## config.mk

```make
export PLATFORM = sky130hd
export DESIGN_NAME = bitmap_node_allocator
export DESIGN_NICKNAME = d
export VERILOG_FILES = /design/src/design/bna_pkg.sv /design/src/design/bitmap_node_allocator.sv
export SDC_FILE = /design/constraint.sdc
export NUM_CORES = 1
export LEC_CHECK = 0
export ABC_CLOCK_PERIOD_IN_PS = 5360
export BUFFER_PORTS_ARGS = -buffer_cell sky130_fd_sc_hd__buf_2
export CAP_MARGIN = 15
export CORE_AREA = 10 10 224 226
export DETAILED_ROUTE_END_ITERATION = 8
export DIE_AREA = 0 0 234 236
export GPL_TIMING_DRIVEN = 0
export PLACE_DENSITY = 0.35
export SETUP_SLACK_MARGIN = 0.02
export SYNTH_ARGS = -nofsm -noshare
export SYNTH_HDL_FRONTEND = slang
export SYNTH_SLANG_ARGS = --single-unit
```

## constraint.sdc

```tcl
create_clock -name clock -period 5.36 [get_ports clock]
set_input_delay 0 -clock clock [delete_from_list [all_inputs] [get_ports clock]]
set_output_delay 0 -clock clock [all_outputs]
set_load 0.02 [all_outputs]
```

## src/design/bna_pkg.sv

```systemverilog
`timescale 1ns / 1ps

package bna_pkg;

   // request field widths
   localparam int OP_W    = 2;
   localparam int NODE_W  = 7;
   localparam int BYTE_W  = 8;

   // result field widths
   localparam int STAT_W  = 2;
   localparam int OUT_W   = 7;

   // nodes per priority-encoder group, and the width of a bit position in a group
   localparam int GROUP_BITS = 8;
   localparam int GROUP_W    = 3;

   typedef logic [OP_W-1:0]   op_type;
   typedef logic [NODE_W-1:0] node_type;
   typedef logic [BYTE_W-1:0] byte_type;
   typedef logic [STAT_W-1:0] status_type;
   typedef logic [OUT_W-1:0]  count_type;

   // request codes
   localparam op_type OP_ALLOC   = 2'd0;
   localparam op_type OP_RELEASE = 2'd1;
   localparam op_type OP_CLEAR   = 2'd2;
   localparam op_type OP_MARK    = 2'd3;

   // status codes
   localparam status_type ST_DONE  = 2'd0;
   localparam status_type ST_FULL  = 2'd1;
   localparam status_type ST_RANGE = 2'd2;

endpackage

```

## src/design/bitmap_node_allocator.sv

```systemverilog
`timescale 1ns / 1ps

// channel   | ports                                       | direction
// ----------+---------------------------------------------+----------
// request   | req_valid req_ready req_op req_node         | in
//           | req_valid_byte                              |
// response  | rsp_valid rsp_ready rsp_status rsp_granted  | out
//           | rsp_free_count                              |
//
// one item per cycle sustained while results are taken; each item passes
// through the input register and then the result register
// the map is read, searched and updated as an item moves from the input
// register to the result register, so the next item always sees the new map
// the lowest free node comes from a two-level encoder: a lowest-bit pick in
// each 8-node group, then a pick of the first group with a free node
// synchronous reset frees every node and loads the free count with NODE_COUNT
// a stalled response holds the result register; the input register still
// takes an item, if it is empty, while the held one waits

module bitmap_node_allocator #(
   parameter int NODE_COUNT = 96
) (
   input  logic                clock,
   input  logic                reset,

   input  logic                req_valid,
   output logic                req_ready,
   input  bna_pkg::op_type     req_op,
   input  bna_pkg::node_type   req_node,
   input  bna_pkg::byte_type   req_valid_byte,

   output logic                rsp_valid,
   input  logic                rsp_ready,
   output bna_pkg::status_type rsp_status,
   output bna_pkg::count_type  rsp_granted,
   output bna_pkg::count_type  rsp_free_count
);

   import bna_pkg::*;

   localparam int GROUPS = (NODE_COUNT + GROUP_BITS - 1) / GROUP_BITS;
   localparam int PAD_W  = GROUPS * GROUP_BITS;
   localparam int GRP_W  = (GROUPS > 1) ? $clog2(GROUPS) : 1;
   localparam int POS_W  = GRP_W + GROUP_W;
   localparam int IDX_W  = $clog2(NODE_COUNT);
   localparam int CNT_W  = $clog2(NODE_COUNT + 1);

   // input register
   logic     in_vld_ff;
   op_type   op_ff;
   node_type node_ff;
   byte_type vbyte_ff;

   // result register
   logic       rsp_vld_ff;
   status_type status_ff, status_in;
   count_type  granted_ff, granted_in;
   count_type  free_out_ff, free_out_in;

   // allocator state
   logic [NODE_COUNT-1:0] used_ff, used_in;
   logic [CNT_W-1:0]      free_ff, free_in;

   logic advance;

   // lowest-free search
   logic [PAD_W-1:0]   free_pad;
   logic [GROUPS-1:0]  grp_any;
   logic [GROUP_W-1:0] grp_low [GROUPS];
   logic [GRP_W-1:0]   sel_grp;
   logic               found;
   logic [POS_W-1:0]   alloc_pos;

   // named-node decode
   logic             node_bad;
   logic [IDX_W-1:0] node_idx;
   logic             was_used;
   logic             want_used;

   // the input register drains whenever the result register is empty or taken
   assign advance   = in_vld_ff && (!rsp_vld_ff || rsp_ready);
   assign req_ready = !in_vld_ff || advance;

   // free bits padded with used entries past the last node
   always_comb begin
      free_pad = '0;
      free_pad[NODE_COUNT-1:0] = ~used_ff;
   end

   // lowest free bit of each group
   always_comb begin
      for (int g = 0; g < GROUPS; g++) begin
         grp_any[g] = |free_pad[g*GROUP_BITS +: GROUP_BITS];
         grp_low[g] = '0;
         for (int b = GROUP_BITS - 1; b >= 0; b--) begin
            if (free_pad[g*GROUP_BITS + b]) begin
               grp_low[g] = GROUP_W'(b);
            end
         end
      end
   end

   // first group holding a free node
   always_comb begin
      sel_grp = '0;
      for (int g = GROUPS - 1; g >= 0; g--) begin
         if (grp_any[g]) begin
            sel_grp = GRP_W'(g);
         end
      end
      found     = |grp_any;
      alloc_pos = {sel_grp, grp_low[sel_grp]};
   end

   // release and mark only take nodes 1 to NODE_COUNT
   assign node_bad  = (node_ff == '0) || (32'(node_ff) > NODE_COUNT);
   assign node_idx  = IDX_W'(node_ff - NODE_W'(1));
   assign was_used  = used_ff[node_idx];
   assign want_used = (op_ff == OP_MARK) ? (|vbyte_ff) : 1'b0;

   // request execution
   always_comb begin
      used_in    = used_ff;
      free_in    = free_ff;
      status_in  = ST_DONE;
      granted_in = '0;

      case (op_ff)
         OP_ALLOC: begin
            if (found) begin
               used_in[IDX_W'(alloc_pos)] = 1'b1;
               if (free_ff != '0) begin
                  free_in = free_ff - CNT_W'(1);
               end
               granted_in = OUT_W'({1'b0, alloc_pos} + (POS_W + 1)'(1));
            end else begin
               status_in = ST_FULL;
            end
         end
         OP_CLEAR: begin
            used_in = '0;
            free_in = CNT_W'(NODE_COUNT);
         end
         OP_RELEASE, OP_MARK: begin
            if (node_bad) begin
               status_in = ST_RANGE;
            end else if (was_used != want_used) begin
               used_in[node_idx] = want_used;
               if (want_used) begin
                  if (free_ff != '0) begin
                     free_in = free_ff - CNT_W'(1);
                  end
               end else if (free_ff != CNT_W'(NODE_COUNT)) begin
                  free_in = free_ff + CNT_W'(1);
               end
            end
         end
         default: begin
            status_in = ST_DONE;
         end
      endcase

      free_out_in = OUT_W'(free_in);
   end

   // control and map state
   always_ff @(posedge clock) begin
      if (reset) begin
         in_vld_ff  <= 1'b0;
         rsp_vld_ff <= 1'b0;
         used_ff    <= '0;
         free_ff    <= CNT_W'(NODE_COUNT);
      end else begin
         if (req_ready) begin
            in_vld_ff <= req_valid;
         end
         if (advance) begin
            rsp_vld_ff <= 1'b1;
            used_ff    <= used_in;
            free_ff    <= free_in;
         end else if (rsp_ready) begin
            rsp_vld_ff <= 1'b0;
         end
      end
   end

   // payload registers
   always_ff @(posedge clock) begin
      if (req_valid && req_ready) begin
         op_ff    <= req_op;
         node_ff  <= req_node;
         vbyte_ff <= req_valid_byte;
      end
      if (advance) begin
         status_ff   <= status_in;
         granted_ff  <= granted_in;
         free_out_ff <= free_out_in;
      end
   end

   assign rsp_valid      = rsp_vld_ff;
   assign rsp_status     = status_ff;
   assign rsp_granted    = granted_ff;
   assign rsp_free_count = free_out_ff;

   // running free count always matches the map
   a_count_matches_map: assert property (@(posedge clock) disable iff (reset)
      (32'($countones(used_ff)) + 32'(free_ff)) == NODE_COUNT)
      else $error("free count out of step with used map");

   // a full report only comes from an empty free count
   a_full_means_empty: assert property (@(posedge clock) disable iff (reset)
      advance && (status_in == ST_FULL) |-> (free_ff == '0))
      else $error("map reported full with free nodes left");

   // a grant always takes exactly one node
   a_grant_takes_one: assert property (@(posedge clock) disable iff (reset)
      advance && (granted_in != '0) |=> (free_ff == $past(free_ff) - CNT_W'(1)))
      else $error("grant did not lower free count by one");

   // nothing changes the map without an item moving on
   a_map_holds: assert property (@(posedge clock) disable iff (reset)
      !advance |=> $stable(used_ff) && $stable(free_ff))
      else $error("map changed with no item in flight");

endmodule

```

==> impl_metrics.toml <==
[outcome]
outcome = "finished, final reports clean"

[floorplanning]
initial_core_util_pct = 24.7
die_y_um = 236
ioPinCount = 39
die-area_mm2 = 0.0552
core_area_mm2 = 0.0459
die_x_um = 234
row_count = 79

[worst_hold_path]
hold_path_class = "in2reg"

[global_routing]
grt_usage_pct = 24.7
grt-ovfl-total = 0
grt_pass1_vias = 13000
antenna_found_initial = 2
grt_max_degree = 24
grt_pass1_wl_um = 98000

[synthesis]
yosys_warnings = 0
syn_avg_cell_area_um2 = 7.38
postSynth.asyncResetShare_pct = 0
synth.area.mux_share_pct = 3.36
syn-num-nets = 1558
yosysTopAreaCellShare_pct = 18.6
synth-simple-area-share_pct = 25.6
yosysUniqueCellTypes = 87
syn_area_mm2 = 0.0113
synthCells = 1532
synth_top_area_cell = "dfxtp_1"
synth_top_family_by_area = "compound AO/OA/AOI/OAI gates"
synthTopCellsByCount = "o21ai_0, a21oi_1, nand2_1, nor2_1, dfxtp_1"
synth_compound_gate_area_share_pct = 35.7
synth-xor-area-share_pct = 1.33
yosys-top-cells-area = "dfxtp_1, edfxtp_1, o21ai_0"
synth_most_common_cell = "o21ai_0"
yosys.area_share.adder_pct = 0.553
synthFlopType = "dfxtp_1"
synth_edf_count = 33
ys_ff_latch = 138
seq_area_frac_synth_pct = 27.3

[setup_path]
critical_path.max_fanout = 10
slowest_stage = "a211oi_4"
crit_chain = "buf_2 -> clkinvlp_4 -> clkbuf_4 -> ha_2 -> buf_4 -> xor2_4 -> buf_4 -> buf_2 -> o221ai_1 -> a22oi_1 -> o22a_1 -> o221ai_2 -> o31a_1 -> a211oi_4 -> clkbuf_2 -> a41oi_1 -> a211oi_1"
worstSetupStartpointType = "register"
cp_data_required_time_ns = 5.77
worstPathArrival_ns = 5.68
criticalPathCategory = "reg2reg"
end_kind = "register"
slowest_delay_ns = 0.55

[placed_design]
dp.cells = 2182
post_dp_cell_area_mm2 = 0.0123
port_buffers = 37
gp_congestion = 0.987
dp_hpwl_um = 52900

[clocking]
numClockSinks = 138
h-tree-depth = 4
cts_buffer_depth = 2
cts_buffers = 17
insertion_delay_ns = 0.51
cts_tree = "done"
clock-root-buffer = "clkbuf_16"
clk_pin_slew_ns = 0.07

[routing]
drcViolationCount = 0
drtIter0Drc = 1655
routed_wl_um = 69500
final_antenna_net_count = 0
drt_pass1_iterations = 8
via_per_inst = 6.24
vias = 14000
avgRoutedWirePerCell_um = 31.1

[finish]
syn_to_final_growth_pct = 17.8
postLayoutCellArea_mm2 = 0.0133
num-nets-final = 1643
layout-drive-gt1-share_pct = 11.6
final_util_pct = 29.1
antennaDiodeCount = 0
fin_cells = 2237

[timing]
tightest_slew_ns = 1.21
rsz0062_at_grt = "true"
post-route-period-util_pct = 98.3
finClkSkew_ns = 0.0172
setup_viol = 0
drv_slew = 0
final_hold_viol_count = 0
slew_headroom_pct = 19.1
fmax_ghz = 0.190
min_period_ns = 5.27

[pwr]
irDropWorstVdd_mv = 0.246
powerDensity_mw_per_mm2 = 229
p_leak_nw = 3.95

[flow_run]
maxCapViolations = 0
==> cell usage in the layout, fill, tap and decap left out, drive strengths merged, types with 31 or more instances in the layout <==
master / Yosys / layout
inv: 39 / 38
nor4: 33 / 33
buf: 41 / 89
nand3: 42 / 42
nand4: 42 / 42
clkbuf: 92 / 115
dfxtp: 105 / 105
a31oi: 33 / 33
nor2: 120 / 120
a21oi: 127 / 127
o31ai: 31 / 31
o21ai: 171 / 171
nand2: 124 / 124
edfxtp: 33 / 33
a221oi: 51 / 51
nor3: 78 / 78
==> stage by stage <==
stage	hold WS, ns	power (mW)	setup TNS [ns]	setup slack (ns)
2_1_floorplan	0.0989	1.49	0	1.12
3_3_place_gp	0.178	1.75	-159.49	-1.94
3_5_place_dp	0.179	1.75	-132.96	-1.62
4_1_cts	0.0151	3.05	0	0.0586
5_1_grt	0.0729	3.15	0	0.00803
6_report	0.0537	3.05	0	0.0923
==> cell type report <==
cell class	count	area (um2)
Buffer	130	562
Clock buffer	25	485
Clock inverter	7	95.1
Fill cell	5080	32500
Inverter	40	154
Multi-Input combinational cell	1221	7690
Sequential cell	138	3090
Tap cell	607	759
Timing Repair Buffer	69	483
==> power breakdown <==
group	internal [mW]	total, mW	switching (mW)
combinational	0.187	0.688	0.501
sequential	1.09	1.10	0.0114
clock	0.720	1.27	0.547
total	1.99	3.05	1.06
==> kinds of logic after synthesis <==
logic type | count (synthesis)
mux | 34
simple gates | 562
buf+inv | 173
compound gates | 605
fa+ha+maj | 5
flops | 138
xor+xnor | 15
==> state kept, by name (all words and copies together) (netlist names) <==
| register | flops |
|---|---|
| free_ff | 7 |
| in_vld_ff | 1 |
| node_ff | 7 |
| op_ff | 2 |
| rsp_free_count | 7 |
| rsp_granted | 7 |
| rsp_status | 2 |
| rsp_valid | 1 |
| used_ff | 96 |
| vbyte_ff | 8 |
==> repair_timing <==
| action | in CTS | in global routing |
|---|---|---|
| hold endpoints to repair | 19 | 0 |
| endpoints found under the setup margin | 115 | 77 |
| resized for setup | 33 | 14 |
| pin swaps | 4 | 3 |
| hold buffers | 20 | 0 |
| buffers inserted | 4 | 2 |
==> per-layer routing <==
layer	up-vias	routed length [um]	track usage [%]
met2	800	31000	37.9
met1	6920	28700	31.7
li1	6071	-	-
met5	-	0	0
met4	0	3420	11.9
met3	159	6350	6.19
==> path summary, 6_finish.rpt <==
| check | start | end | slack [ns] | cells past startpoint |
|---|---|---|---|---|
| setup reg to reg | node_ff[0]$_DFFE_PP_ | used_ff[18]$_SDFFE_PP0P_ | 0.09 | 17 |
| hold / removal | reset | free_ff[5]$_SDFFE_PP1P_ | 0.05 | 3 |
| setup / recovery | node_ff[0]$_DFFE_PP_ | used_ff[18]$_SDFFE_PP0P_ | 0.09 | 17 |
| hold reg to reg | in_vld_ff$_SDFFE_PP0N_ | rsp_valid$_SDFFE_PP0P_ | 0.52 | 2 |
==> worst max-delay path, delay by kind of cell (launching register included) <==
kind / cells / cell delay (ns)
xor+xnor: 1 / 0.39
fa+ha+maj: 1 / 0.20
compound gates: 8 / 2.30
flops: 1 / 0.32
buf+inv: 7 / 1.91
Power figures use the tool's default switching activity.
